==> src/sv/i2cws_pkg.sv <==
// Package: shared types, codes and the pin-write table of the I2C write sequencer.
package i2cws_pkg;

  localparam int DATA_W   = 8;
  localparam int STATUS_W = 3;
  localparam int ADDR_MAX = 8'h7F;

  // Result status codes
  localparam logic [STATUS_W-1:0] STAT_OK          = 3'd0;
  localparam logic [STATUS_W-1:0] STAT_NACK        = 3'd1;
  localparam logic [STATUS_W-1:0] STAT_ARGUMENT    = 3'd2;
  localparam logic [STATUS_W-1:0] STAT_ADDRESS     = 3'd3;
  localparam logic [STATUS_W-1:0] STAT_UNSUPPORTED = 3'd4;

  // Configuration register indexes
  localparam logic [0:0] REG_TARGET_ADDRESS = 1'd0;
  localparam logic [0:0] REG_FORCE_ACK      = 1'd1;

  // Sequencer phases
  typedef enum logic [3:0] {
    PH_IDLE,
    PH_BUS_IDLE,
    PH_START,
    PH_ADDR,
    PH_ADDR_ACK,
    PH_DATA,
    PH_DATA_ACK,
    PH_STOP,
    PH_STATUS
  } phase_t;

  // One pin write: which line, what level, and whether it ends the phase step run
  typedef struct packed {
    logic scl_sel;
    logic level;
    logic last;
  } pin_op_t;

  // Pin write for a phase and its step; bit_val is the byte bit being sent
  function automatic pin_op_t pin_op(phase_t phase, logic [1:0] step, logic bit_val);
    pin_op_t op;
    op = '{scl_sel: 1'b0, level: 1'b1, last: 1'b1};
    case (phase)
      PH_BUS_IDLE: begin
        op.scl_sel = (step == 2'd1);
        op.level   = 1'b1;
        op.last    = (step == 2'd1);
      end
      PH_START: begin
        op.scl_sel = step[0];
        op.level   = ~step[1];
        op.last    = (step == 2'd3);
      end
      PH_STOP: begin
        op.scl_sel = (step == 2'd1);
        op.level   = (step != 2'd0);
        op.last    = (step == 2'd2);
      end
      PH_ADDR, PH_DATA: begin
        op.scl_sel = (step != 2'd0);
        op.level   = (step == 2'd0) ? bit_val : (step == 2'd1);
        op.last    = (step == 2'd2);
      end
      PH_ADDR_ACK, PH_DATA_ACK: begin
        op.scl_sel = (step != 2'd0);
        op.level   = (step != 2'd2);
        op.last    = (step == 2'd2);
      end
      default: begin
        op = '{scl_sel: 1'b0, level: 1'b1, last: 1'b1};
      end
    endcase
    return op;
  endfunction

endpackage

==> src/sv/i2cws_if.sv <==
// Interfaces: input byte channel and pin-write result channel.
interface i2cws_item_if;
  import i2cws_pkg::*;
  logic              valid;
  logic              ready;
  logic [DATA_W-1:0] data_byte;
  logic              first_of_message;
  logic              last_of_message;
  logic              last_of_transfer;
  logic              read_request;
  logic              restart_request;
  logic              stop_request;
  logic              address_ack_level;
  logic              data_ack_level;

  modport source (
    output valid, data_byte, first_of_message, last_of_message, last_of_transfer,
           read_request, restart_request, stop_request, address_ack_level,
           data_ack_level,
    input  ready
  );
  modport sink (
    input  valid, data_byte, first_of_message, last_of_message, last_of_transfer,
           read_request, restart_request, stop_request, address_ack_level,
           data_ack_level,
    output ready
  );
endinterface

interface i2cws_result_if;
  import i2cws_pkg::*;
  logic                valid;
  logic                ready;
  logic                scl_level;
  logic                sda_level;
  logic                pin_event;
  logic [STATUS_W-1:0] status;
  logic                transfer_done;
  logic                last_result;

  modport source (
    output valid, scl_level, sda_level, pin_event, status, transfer_done, last_result,
    input  ready
  );
  modport sink (
    input  valid, scl_level, sda_level, pin_event, status, transfer_done, last_result,
    output ready
  );
endinterface

==> src/sv/i2c_master_write_sequencer.sv <==
// Top level: I2C master write sequencer producing bit-bang SCL/SDA pin writes.
//
// Usage: each transaction on cmd carries one message byte plus framing flags
// and the sampled ack levels. The block answers on res with the ordered pin
// writes (pin_event 1) for that byte, then one status-only result that carries
// last_result. The first byte of a transfer drives the bus idle, the first byte
// of a message sends a start and the address byte with its ack slot, every byte
// is sent MSB first with its ack slot, and a stop closes a message on request.
// Errors end with a stop (where the bus is open) and a nonzero status; bytes
// are then dropped up to the one marked last_of_transfer.
// cmd.ready is high only while the sequencer is idle. One result leaves per
// cycle while res is ready; a byte gives up to 63 pin writes plus the status.
// The rate is set by the single step counter and byte shift register that
// walk every pin write in turn. A dropped byte gives no result.
// A stalled res holds the result register and freezes the sequencer.
// Reset (rst, synchronous) returns to idle with both lines held high, no open
// transfer, target_address 0 and force_ack 1.
module i2c_master_write_sequencer (
  input  logic                 clk,
  input  logic                 rst,
  i2cws_item_if.sink           cmd,
  i2cws_result_if.source       res,
  input  logic                 cfg_wr_en,
  input  logic [0:0]           cfg_index,
  input  logic [i2cws_pkg::DATA_W-1:0] cfg_data
);
  import i2cws_pkg::*;

  // Configuration
  logic [DATA_W-1:0] target_address;
  logic              force_ack;

  // Sequencer control
  phase_t            state, state_next;
  logic [1:0]        step, step_next;
  logic [2:0]        bitcnt, bitcnt_next;
  logic [DATA_W-1:0] shreg, shreg_next;
  logic              in_transfer, in_transfer_next;
  logic              first_message_pending, first_message_pending_next;
  logic              discarding, discarding_next;
  logic              scl_held, scl_held_next;
  logic              sda_held, sda_held_next;
  logic [STATUS_W-1:0] pend_status, pend_status_next;
  logic              pend_fail, pend_fail_next;

  // Latched item fields
  logic [DATA_W-1:0] data_byte;
  logic              last_of_transfer;
  logic              stop_after;
  logic              read_request;
  logic              address_ack_level;
  logic              data_ack_level;

  // Result register
  logic                out_valid, out_valid_next;
  logic                out_scl, out_sda, out_pin, out_done;
  logic [STATUS_W-1:0] out_status;

  logic    accept, fire, addr_bad, nack;
  pin_op_t op;

  assign accept   = cmd.valid && cmd.ready;
  assign fire     = (state != PH_IDLE) && (!out_valid || res.ready);
  assign addr_bad = (target_address > DATA_W'(ADDR_MAX));
  assign op       = pin_op(state, step, shreg[DATA_W-1]);
  assign nack     = !force_ack &&
                    ((state == PH_ADDR_ACK) ? address_ack_level : data_ack_level);

  // Next state and sequencer registers
  always_comb begin
    state_next                 = state;
    step_next                  = step;
    bitcnt_next                = bitcnt;
    shreg_next                 = shreg;
    in_transfer_next           = in_transfer;
    first_message_pending_next = first_message_pending;
    discarding_next            = discarding;
    scl_held_next              = scl_held;
    sda_held_next              = sda_held;
    pend_status_next           = pend_status;
    pend_fail_next             = pend_fail;

    if (accept) begin
      pend_status_next = STAT_OK;
      pend_fail_next   = 1'b0;
      step_next        = '0;
      bitcnt_next      = '0;
      if (discarding) begin
        if (cmd.last_of_transfer) discarding_next = 1'b0;
      end else if (!in_transfer) begin
        if (addr_bad) begin
          state_next       = PH_STATUS;
          pend_status_next = STAT_ADDRESS;
          pend_fail_next   = 1'b1;
        end else begin
          state_next                 = PH_BUS_IDLE;
          in_transfer_next           = 1'b1;
          first_message_pending_next = 1'b1;
        end
      end else if (cmd.first_of_message || first_message_pending) begin
        if (first_message_pending || cmd.restart_request) begin
          state_next = PH_START;
        end else begin
          state_next       = PH_STOP;
          pend_status_next = STAT_ARGUMENT;
          pend_fail_next   = 1'b1;
        end
      end else begin
        state_next = PH_DATA;
        shreg_next = cmd.data_byte;
      end
    end else if (fire && state == PH_STATUS) begin
      // Close out the item; end the transfer on its last byte or on failure
      state_next = PH_IDLE;
      if (last_of_transfer || pend_fail) begin
        in_transfer_next           = 1'b0;
        first_message_pending_next = 1'b1;
        discarding_next            = pend_fail && !last_of_transfer;
      end
    end else if (fire) begin
      // Drive one pin write and walk the phase
      if (op.scl_sel) scl_held_next = op.level;
      else            sda_held_next = op.level;
      step_next = step + 2'd1;
      if (op.last) begin
        step_next = '0;
        case (state)
          PH_BUS_IDLE: state_next = PH_START;
          PH_START: begin
            first_message_pending_next = 1'b0;
            if (addr_bad) begin
              state_next       = PH_STOP;
              pend_status_next = STAT_ADDRESS;
              pend_fail_next   = 1'b1;
            end else begin
              state_next = PH_ADDR;
              shreg_next = {target_address[DATA_W-2:0], read_request};
            end
          end
          PH_ADDR, PH_DATA: begin
            shreg_next  = {shreg[DATA_W-2:0], 1'b0};
            bitcnt_next = bitcnt + 3'd1;
            if (bitcnt == 3'd7) begin
              state_next = (state == PH_ADDR) ? PH_ADDR_ACK : PH_DATA_ACK;
            end
          end
          PH_ADDR_ACK: begin
            if (nack) begin
              state_next       = PH_STOP;
              pend_status_next = STAT_NACK;
              pend_fail_next   = 1'b1;
            end else if (read_request) begin
              state_next       = PH_STOP;
              pend_status_next = STAT_UNSUPPORTED;
              pend_fail_next   = 1'b1;
            end else begin
              state_next = PH_DATA;
              shreg_next = data_byte;
            end
          end
          PH_DATA_ACK: begin
            if (nack) begin
              state_next       = PH_STOP;
              pend_status_next = STAT_NACK;
              pend_fail_next   = 1'b1;
            end else if (stop_after) begin
              state_next = PH_STOP;
            end else begin
              state_next = PH_STATUS;
            end
          end
          PH_STOP: state_next = PH_STATUS;
          default: state_next = PH_IDLE;
        endcase
      end
    end
  end

  // Result register contents
  always_comb begin
    out_valid_next = out_valid && !res.ready;
    if (fire) out_valid_next = 1'b1;
  end

  assign cmd.ready         = (state == PH_IDLE);
  assign res.valid         = out_valid;
  assign res.scl_level     = out_scl;
  assign res.sda_level     = out_sda;
  assign res.pin_event     = out_pin;
  assign res.status        = out_status;
  assign res.transfer_done = out_done;
  assign res.last_result   = !out_pin;

  // Control registers
  always_ff @(posedge clk) begin
    if (rst) begin
      state                 <= PH_IDLE;
      step                  <= '0;
      bitcnt                <= '0;
      in_transfer           <= 1'b0;
      first_message_pending <= 1'b1;
      discarding            <= 1'b0;
      scl_held              <= 1'b1;
      sda_held              <= 1'b1;
      pend_status           <= STAT_OK;
      pend_fail             <= 1'b0;
      out_valid             <= 1'b0;
      target_address        <= '0;
      force_ack             <= 1'b1;
    end else begin
      state                 <= state_next;
      step                  <= step_next;
      bitcnt                <= bitcnt_next;
      in_transfer           <= in_transfer_next;
      first_message_pending <= first_message_pending_next;
      discarding            <= discarding_next;
      scl_held              <= scl_held_next;
      sda_held              <= sda_held_next;
      pend_status           <= pend_status_next;
      pend_fail             <= pend_fail_next;
      out_valid             <= out_valid_next;
      if (cfg_wr_en) begin
        case (cfg_index)
          REG_TARGET_ADDRESS: target_address <= cfg_data;
          REG_FORCE_ACK:      force_ack      <= cfg_data[0];
          default: ;
        endcase
      end
    end
  end

  // Payload registers: latch item fields, shift byte, load result
  always_ff @(posedge clk) begin
    shreg <= shreg_next;
    if (accept) begin
      data_byte         <= cmd.data_byte;
      last_of_transfer  <= cmd.last_of_transfer;
      stop_after        <= cmd.last_of_message && cmd.stop_request;
      read_request      <= cmd.read_request;
      address_ack_level <= cmd.address_ack_level;
      data_ack_level    <= cmd.data_ack_level;
    end
    if (fire) begin
      out_scl    <= scl_held_next;
      out_sda    <= sda_held_next;
      out_pin    <= (state != PH_STATUS);
      out_status <= (state == PH_STATUS) ? pend_status : STAT_OK;
      out_done   <= (state == PH_STATUS) && (last_of_transfer || pend_fail);
    end
  end

  // Checks
  a_pin_no_status: assert property (@(posedge clk) disable iff (rst)
    out_valid && out_pin |-> out_status == STAT_OK && !out_done)
    else $error("pin write carries status");

  a_error_ends_transfer: assert property (@(posedge clk) disable iff (rst)
    out_valid && !out_pin && out_status != STAT_OK |-> out_done)
    else $error("error status without transfer end");

  a_discard_outside: assert property (@(posedge clk) disable iff (rst)
    discarding |-> !in_transfer)
    else $error("discarding inside an open transfer");

  a_bitcnt_in_byte: assert property (@(posedge clk) disable iff (rst)
    bitcnt != 3'd0 |-> state == PH_ADDR || state == PH_DATA)
    else $error("bit counter running outside a byte phase");

  a_status_ends_item: assert property (@(posedge clk) disable iff (rst)
    fire && state == PH_STATUS |=> state == PH_IDLE)
    else $error("sequencer did not return to idle after status");

endmodule
==> src/flat_wrapper.sv <==
// flat-port wrapper written by rule: the top's interface ports become plain ports
module i2c_master_write_sequencer_flat import i2cws_pkg::*;
  (clk, rst, cfg_wr_en, cfg_index, cfg_data, cmd_valid, cmd_data_byte, cmd_first_of_message, cmd_last_of_message, cmd_last_of_transfer, cmd_read_request, cmd_restart_request, cmd_stop_request, cmd_address_ack_level, cmd_data_ack_level, cmd_ready, res_valid, res_scl_level, res_sda_level, res_pin_event, res_status, res_transfer_done, res_last_result, res_ready);
  i2cws_item_if cmd_i ();
  i2cws_result_if res_i ();
  input  logic clk;
  input  logic rst;
  input  logic cfg_wr_en;
  input  logic [0:0] cfg_index;
  input  logic [i2cws_pkg::DATA_W-1:0] cfg_data;
  input wire logic [$bits(cmd_i.valid)-1:0] cmd_valid;
  input wire logic [$bits(cmd_i.data_byte)-1:0] cmd_data_byte;
  input wire logic [$bits(cmd_i.first_of_message)-1:0] cmd_first_of_message;
  input wire logic [$bits(cmd_i.last_of_message)-1:0] cmd_last_of_message;
  input wire logic [$bits(cmd_i.last_of_transfer)-1:0] cmd_last_of_transfer;
  input wire logic [$bits(cmd_i.read_request)-1:0] cmd_read_request;
  input wire logic [$bits(cmd_i.restart_request)-1:0] cmd_restart_request;
  input wire logic [$bits(cmd_i.stop_request)-1:0] cmd_stop_request;
  input wire logic [$bits(cmd_i.address_ack_level)-1:0] cmd_address_ack_level;
  input wire logic [$bits(cmd_i.data_ack_level)-1:0] cmd_data_ack_level;
  output wire logic [$bits(cmd_i.ready)-1:0] cmd_ready;
  output wire logic [$bits(res_i.valid)-1:0] res_valid;
  output wire logic [$bits(res_i.scl_level)-1:0] res_scl_level;
  output wire logic [$bits(res_i.sda_level)-1:0] res_sda_level;
  output wire logic [$bits(res_i.pin_event)-1:0] res_pin_event;
  output wire logic [$bits(res_i.status)-1:0] res_status;
  output wire logic [$bits(res_i.transfer_done)-1:0] res_transfer_done;
  output wire logic [$bits(res_i.last_result)-1:0] res_last_result;
  input wire logic [$bits(res_i.ready)-1:0] res_ready;
  assign cmd_i.valid = cmd_valid;
  assign cmd_i.data_byte = cmd_data_byte;
  assign cmd_i.first_of_message = cmd_first_of_message;
  assign cmd_i.last_of_message = cmd_last_of_message;
  assign cmd_i.last_of_transfer = cmd_last_of_transfer;
  assign cmd_i.read_request = cmd_read_request;
  assign cmd_i.restart_request = cmd_restart_request;
  assign cmd_i.stop_request = cmd_stop_request;
  assign cmd_i.address_ack_level = cmd_address_ack_level;
  assign cmd_i.data_ack_level = cmd_data_ack_level;
  assign cmd_ready = cmd_i.ready;
  assign res_valid = res_i.valid;
  assign res_scl_level = res_i.scl_level;
  assign res_sda_level = res_i.sda_level;
  assign res_pin_event = res_i.pin_event;
  assign res_status = res_i.status;
  assign res_transfer_done = res_i.transfer_done;
  assign res_last_result = res_i.last_result;
  assign res_i.ready = res_ready;
  i2c_master_write_sequencer u_core (.clk(clk), .rst(rst), .cmd(cmd_i), .res(res_i), .cfg_wr_en(cfg_wr_en), .cfg_index(cfg_index), .cfg_data(cfg_data));
endmodule
==> config.mk <==
export PLATFORM = sky130hd
export DESIGN_NAME = i2c_master_write_sequencer_flat
export DESIGN_NICKNAME = d
export VERILOG_FILES = /design/src/sv/i2cws_pkg.sv /design/src/sv/i2cws_if.sv /design/src/sv/i2c_master_write_sequencer.sv /design/src/flat_wrapper.sv
export SDC_FILE = /design/constraint.sdc
export NUM_CORES = 1
export LEC_CHECK = 0
export BUFFER_PORTS_ARGS = -buffer_cell sky130_fd_sc_hd__buf_2
export CAP_MARGIN = 20
export CORE_UTILIZATION = 55
export DETAILED_ROUTE_END_ITERATION = 7
export PLACE_DENSITY = 0.76
export SLEW_MARGIN = 20
export SYNTH_ARGS = -nofsm -noshare
export SYNTH_HDL_FRONTEND = slang
export SYNTH_SLANG_ARGS = --single-unit
==> constraint.sdc <==
create_clock -name clk -period 3.4 [get_ports clk]
set_input_delay 0.68 -clock clk [delete_from_list [all_inputs] [get_ports clk]]
set_output_delay 0.68 -clock clk [all_outputs]
set_load 0.01 [all_outputs]
Word level (Yosys, flattened, before mapping) --
Cells that the tools add are included.
Operators by class: add/sub/neg operators 2, magnitude comparators 1, equal/unequal tests 28, mux-type cells 89, bitwise operators 3, reduce and logical (&&, ||, !) cells 43
Operators with widths (count):
- two-way mux 8 bit | 10
- two-way mux 1 bit | 44
- two-way mux 4 bit | 11
- two-way mux 3 bit | 14
- one-hot mux 4 bit (6 select lines) | 1
- one-hot mux 8 bit (3 select lines) | 1
- equality test 4 x 3 -> 1 bit (second input constant) | 4
- one-hot mux 3 bit (5 select lines) | 1
- AND reduction 7 bit | 2
- nonzero test 4 bit | 3
- two-way mux 2 bit | 5
- != test 2 bit (second input constant) | 5
- AND reduction 10 bit | 1
- nonzero test 2 bit | 5
- != test 3 x 2 -> 1 bit (second input constant) | 3
- one-hot mux 3 bit (3 select lines) | 1
- nonzero test 3 bit | 3
- equality test 4 x 2 -> 1 bit (second input constant) | 2
- greater-than comparator 8 x 7 -> 1 bit (second input constant) | 1
- logical AND 1 bit | 8
- != test 4 x 1 -> 1 bit (second input constant) | 2
- AND reduction 2 bit | 4
- AND reduction 4 bit | 2
- != test 3 x 1 -> 1 bit (second input constant) | 2
- other kinds (18) | 31
Storage, ports and cells: flip-flop bits (word level) 56, logic and storage cells 191

Logic depth before layout (Yosys ltp) --
Gate-level depths: netlist of run 1.
depth in word-level cells 9, gate-level depth with buffers 8, depth with buffers taken out 7

Least setup slack after synthesis of run 1 --
Ideal clock, no wire load.
path kind flip-flop to flip-flop, from register u_core.state[3], to register u_core.shreg[0] (enable), library setup time 0.419 ns, arrival time 2.624 ns, slack 0.357 ns, cell stages (with the launch flop) 6, path buffers 1, period minus slack after synthesis 3.043 ns, cell sequence dfxtp_1 > buf_2 > nor4_4 > mux2i_1 > a21o_1 > a2111oi_0
On the way: elaborated cells between the ends (all ways) 29, classes of those cells eq/ne: 15; mux: 2; reduce/logical: 12
RTL lines:
- from (decl) | line i2c_master_write_sequencer.sv:34 | phase_t state, state_next;
- from (signal assigned) | line i2c_master_write_sequencer.sv:211 | state <= state_next;
- logical NOT 4 bit (*) | line i2c_master_write_sequencer.sv:185 | assign cmd.ready = (state == PH_IDLE);
- named net cmd_ready | line flat_wrapper.sv:21 | output wire logic [$bits(cmd_i.ready)-1:0] cmd_ready;
- logical AND 1 bit (*) | line i2c_master_write_sequencer.sv:62 | assign accept = cmd.valid && cmd.ready;
- != test 3 bit (no source line) (tied with other cells)
- AND reduction 10 bit (no source line) (*)
- to (signal assigned) | line i2c_master_write_sequencer.sv:234 | shreg <= shreg_next;
- to (decl) | line i2c_master_write_sequencer.sv:37 | logic [DATA_W-1:0] shreg, shreg_next;
Mark *: on every way through the listed nets, which the timed path passes. The rest lies on a longest branch. A chain may end at the register's enable or synchronous reset.

Worst setup path in the final report of run 1 --
from register u_core.state[3], to register u_core.shreg[1] (enable)
On the way: cells in the longest elaborated chain, start to end 5, elaborated cells between the ends (all ways) 29, classes of those cells eq/ne: 15; mux: 2; reduce/logical: 12
Ends and longest elaborated chain:
- equality test 4 x 3 -> 1 bit (tied with other cells) | line i2cws_pkg.sv:43 | case (phase)
- OR reduction 2 bit (tied with other cells) | line i2cws_pkg.sv:43
- one-hot mux 3 bit (5 select lines) (tied with other cells) | line i2cws_pkg.sv:43
- nonzero test 2 bit (no source line) (tied with other cells)
- AND reduction 10 bit (no source line) (*)
Every way passes the cells marked *; elsewhere a longest branch is shown, timed or not.

==> results of run 1 <==
## state kept, by name, summed over array words and instances (netlist names), 2 cells and up
| name | cells |
|---|---|
| u_core.bitcnt | 3 |
| u_core.step | 2 |
| u_core.data_byte | 8 |
| u_core.state | 4 |
| u_core.shreg | 8 |
| u_core.pend_status | 3 |
| u_core.target_address | 8 |
| u_core.res.status | 3 |
## placed cells by master (no fill, tap or decap), types with 3 or more instances in the layout
master    count
dfxtp_1      28
a21o_1        5
o21ai_0       7
nor3_1        7
buf_2        39
ha_1          6
nor2_1       38
nand2b_1      8
a211oi_1      7
nor3b_1       3
a21oi_1      19
edfxtp_1     28
buf_4         3
a32oi_1       3
inv_1        10
mux2i_1      15
and3_1        3
a221oi_1      7
o31ai_1       3
clkbuf_8      5
nor2b_1       6
nand2_1      19
## kinds of logic (layout without fill, tap and decap cells)
group	count (synthesis)	in the layout	share of synthesized area, %
adder cells (fa/ha/maj)	6	6	2.59
multiplexers	18	18	6.35
AO/OA/AOI/OAI	81	81	21.0
XOR/XNOR	1	1	0.303
buffers and inverters	27	61	4.19
AND/OR/NAND/NOR	98	98	17.1
flip-flops	56	56	48.4
## cell type report
class / instances / area (um2)
Inverter: 11 / 41.3
Sequential cell: 56 / 1400
Fill cell: 422 / 1840
Timing Repair Buffer: 42 / 218
Clock inverter: 2 / 38.8
Clock buffer: 6 / 72.6
Tap cell: 70 / 87.6
Multi-Input combinational cell: 204 / 1380
## per-layer routing
layer	global-route usage (%)	routed length, um	up-vias
li1	-	-	1136
met1	35.9	3040	1088
met2	37.6	2990	89
met3	5.01	349	9
met4	7.34	82	0
met5	0	0	-
## where the power goes
group | internal, mW | switching (mW) | leakage [nW]
sequential | 0.937 | 0.191 | 0.487
clock | 0.223 | 0.218 | 0.0558
combinational | 0.496 | 0.761 | 0.686
## final timing paths
path / endpoint / slack, ps / cells past startpoint
worst max-delay path: u_core.shreg[1] / 770 / 6
worst min-delay path: u_core.pend_fail / 480 / 1
worst max register to register: u_core.shreg[1] / 770 / 6
worst min register to register: u_core.pend_fail / 480 / 1
==> impl_results.md, run 1 <==
* Outcome: finished, final reports clean
* Largest stage delay, worst path at ~520 ps
* Delay-heaviest family, CP: simple AND/OR/NAND/NOR gates
* P_leak at ~1.2 nW
* Pin count of the biggest net entering global routing at 33
* Layout cells sized above 1 at between 10% and 20%
* Die height at 74.6 um
* Routed len/inst at 16.5 um
* Hold Startpoint: u_core.pend_fail
* Initial core utilization at between 50% and 60%
* Final worst slack at 775 ps
* Main synth FF type: edfxtp_1
* Final Setup Violations at 0
* Ys Warns at 0
* Seq/Total Area, Yosys at 48.4%
* Initial antenna violation count at 0
* # diodes at 0
* Fin crit period at 2630 ps
* GR Util All Layers at 24.8%
* Hold Buf Count CTS at 0
* CTS tree: yes
* Iter 0 DRT Violations at ~190
* Syn avg cell area at 10.1 um2
* Worst-path maximum fanout at 17
* Number of clock sinks at between 50 and 60
* Worst Clk Skew at 6.55 ps
* Post-CTS Setup Bufs at 0
* H-tree levels at 2
* CTS buffer count at 5
* Worst EP arrival at 2650 ps
* Slew margin rel. at 41.5%
* Post-Syn Area at just under 3000 um2
* Dominant cells by area after synthesis: edfxtp_1 (29%), dfxtp_1 (19%), mux2i_1 (5.2%)
* Most numerous cell in the Yosys netlist: nor2_1
* Max-cap violation count at 0
* Synth top area share at between 20% and 30%
* Clock Latency Late Sink at 310 ps
* Post-placement cell area at around 3100 um2
* Worst slew pin tran at approximately 900 ps
* ANT nets after route at 0
* Die width at 74.6 um
* Worst setup startpoint: u_core.state[3]
* Total routed wirelength at 6.46 mm
* CTS clk-pin slew, worst paths at 100 ps
* Number of global-route vias before repair at 2110
* Drt via density at 5.94
* CP max-delay cell: dfxtp_1
* Finished Cell Area at 3240 um2
* GPL Wtd Cong at between 0.9 and 1
* Grt total ovfl at 0
* Dpl ws at 846 ps
* I/O Buffers at 39
* Commonest cells in the netlist: nor2_1 (38), dfxtp_1 (28), edfxtp_1 (28), a21oi_1 (19), nand2_1 (19)
* Cells after DPL at 383
* Achievable Freq at 381 MHz
* Remaining DRCs at 0
* Fin. max-slew vios at 0
* Setup_tns at 0 ps
* Non-filler cells in the finished layout at 391
* Tot Pwr at 2.83 mW
* Core area at 5070 um2
* Required time of the critical path at 3420 ps
* Synth Register Bits at 56
* Critical Path Sink Type: flip-flop
* Layout area overhead at 11.8%
* Final Hold Fails at 0
* Vias at 2322
* First-pass GRT wire length at 10.4 mm
* DR pass1 iterations at 5
* Critical path launch point type: flip-flop
* Final core utilization at 63.8%
* Unique masters post-synth at between 60 and 70
* Pwr dens at 873 nW/um2
* Worst vdd ir at 466 uV
* Cells after synthesis at around 290
* HPWL Detailed at 4.60 mm
* Post-Syn Nets at 323
* I/O pin total at 40
* Hold slack at around 480 ps
* Period utilization at 77.2%
* Buf/Inv on CP at 2
* Ordered list of cells on the worst path: nor4_4, nand2_1, inv_2, a32oi_1, a2111oi_2, buf_4
* Worst Setup Path Type: flip-flop to flip-flop
* Final net count at 356
* Unrepaired setup endpoints after global routing: false
* Reg2reg start: u_core.state[3]
* Worst hold path class: flip-flop to flip-flop
* Clock Path Buffers at 2
* FP Rows at 26
* Asr flop ratio synth at 0%
* Die area at 5560 um2
* Area leader, netlist: edfxtp_1
* Root Buffer: clkbuf_8
* Number of synthesized flops with an enable pin at 28
* Number of gates resized after CTS at 0
Power figures use the tool's default switching activity.
==> inputs of run 2 (changes only) <==
==> constraint.sdc (replaced) <==
create_clock -name clk -period 2.6 [get_ports clk]
set_input_delay 0.52 -clock clk [delete_from_list [all_inputs] [get_ports clk]]
set_output_delay 0.52 -clock clk [all_outputs]
set_load 0.01 [all_outputs]
==> run 2 against run 1 <==
  * Via count increased by 2.1%
  * Combinational power rose by 40%
  * Setup slack lost 530 ps
==> impl_results.md, run 2 (synthesized netlist as in run 1, its figures left out) <==
* Pin count of the biggest net entering global routing at 33
* Dpl ws at approximately 370 ps
* FP Rows at 26
* Area occupied by multi-input gates at ~1400 um2
* CTS tree: yes
* Number of clock sinks at 56
* Layout cells sized above 1 at 21.6%
* Buf/Inv on CP at 2
* Post-CTS Setup Bufs at 0
* P_leak at 1.26 nW
* CTS clk-pin slew, worst paths at ~100 ps
* Iter 0 DRT Violations at 207
* Required time of the critical path at 2630 ps
* Hold Buf Count CTS at 0
* Most frequent cells in the layout: buf_2 (39), nor2_1 (38), edfxtp_1 (28), dfxtp_1 (28)
* Clock Path Buffers at 2
* Worst Setup Path Type: flip-flop to flip-flop
* Worst vdd ir at around 460 uV
* Achievable Freq at 425 MHz
* Worst hold path class: input port to flip-flop
* Top Layer Used: met4
* Worst Clk Skew at 11.3 ps
* CTS buffer count at 5
* Layout area overhead at 13.1%
* Final Hold Fails at 0
* Drt via density at 5.94
* I/O Buffers at 39
* Top Registers: u_core.data_byte (8), u_core.shreg (8), u_core.target_address (8)
* Met1 WL at around 2.9 mm
* Die width at about 75 um
* Number of global-route vias before repair at around 2.1k
* Ordered list of cells on the worst path: inv_1, a21o_1, a32oi_1, a32oi_1, a2111oi_2, buf_4
* # diodes at 0
* Most frequent CP cell: a32oi_1
* Unrepaired setup endpoints after global routing: false
* FF+latch area at 1400 um2
* Die height at 74.6 um
* Non-filler cells in the finished layout at between 300 and 400
* Slew margin rel. at approximately 58%
* I/O pin total at 40
* Fillers at 433
* Final core utilization at 64.5%
* Setup_tns at 0 ps
* GPL Wtd Cong at around 0.93
* Final Setup Violations at 0
* Die area at 5560 um2
* Critical Path Sink Type: flip-flop
* Root Buffer: clkbuf_8
* Outcome: finished, final reports clean
* Worst-path maximum fanout at 17
* Largest stage delay, worst path at 740 ps
* Period utilization at 90.5%
* Initial core utilization at 57.1%
* Fin crit period at between 2000 and 2500 ps
* Total routed wirelength at 6.50 mm
* Hold Startpoint: cmd_data_ack_level
* Most common cell after layout, fill and taps aside: buf_2
* DR pass1 iterations at 4
* Reg2reg start: u_core.state[0]
* Met3 Wirelength at 502 um
* HPWL Detailed at 4.74 mm
* Final net count at 364
* Cells after DPL at 391
* Critical path launch point type: flip-flop
* Core area at between 5000 and 6000 um2
* Final worst slack at 247 ps
* ANT nets after route at 0
* First-pass GRT wire length at 10.3 mm
* Delay-heaviest family, CP: compound AO/OA/AOI/OAI gates
* GR Util All Layers at 24.9%
* Max-cap violation count at 0
* Grt total ovfl at 0
* Vias at 2370
* Hold slack at 374 ps
* Worst setup startpoint: u_core.state[0]
* Clock Latency Late Sink at 320 ps
* Worst EP arrival at 2390 ps
* Number of gates resized after CTS at 0
* Initial antenna violation count at 0
* CP max-delay cell: dfxtp_1
* Remaining DRCs at 0
* WL met2 at about 3.0 mm
* Pwr dens at around 1100 nW/um2
* Worst slew pin tran at 631 ps
* Fin. max-slew vios at 0
* H-tree levels at 2
* Routed len/inst at 16.3 um
[run 2: cell types whose count changed in the layout (fill, tap and decap cells not counted)]
| cell | delta |
|---|---|
| buf_4 | +8 |
| clkinv_4 | +1 |
| bufinv_16 | -1 |
| clkinvlp_4 | +1 |
| inv_6 | -1 |
[run 2: worst paths after layout]
| kind | to | slack (ps) | cells after the start |
|---|---|---|---|
| worst max register to register | u_core.shreg[1] | 250 | 6 |
| worst min register to register | u_core.discarding | 500 | 1 |
| worst min-delay path | u_core.data_ack_level | 370 | 1 |
| worst max-delay path | u_core.shreg[1] | 250 | 6 |
[run 2: power by group]
part	leakage (nW)	switching [mW]	internal [mW]	total [mW]
Sequential	0.487	0.198	1.22	1.42
Combinational	0.727	1.05	0.713	1.76
Clock	0.0414	0.283	0.192	0.476
[run 2: layer usage]
layer / global-route usage [%] / up-vias
met2: 39.0 / 102
met1: 34.4 / 1105
met3: 5.15 / 9
met5: 0 / -
met4: 8.39 / 0
li1: - / 1154
[run 2: layout make-up]
class / count / share of cell area [%]
repair buffers: 50 / 8.48
clock buffers: 6 / 2.22
clock inverters: 2 / 0.497
multi-input cells: 204 / 42.1
well taps: 70 / 2.67
flip-flops and latches: 56 / 42.8
inverters: 11 / 1.26
[run 2: stage by stage]
| stage | total power [mW] | cell area, um2 |
|---|---|---|
| 6_report | 3.66 | 3280 |
| 4_1_cts | 3.64 | 3280 |
| 2_1_floorplan | 2.69 | 2900 |
| 3_3_place_gp | 3.14 | 3190 |
| 3_5_place_dp | 3.17 | 3190 |
| 5_1_grt | 3.92 | 3280 |
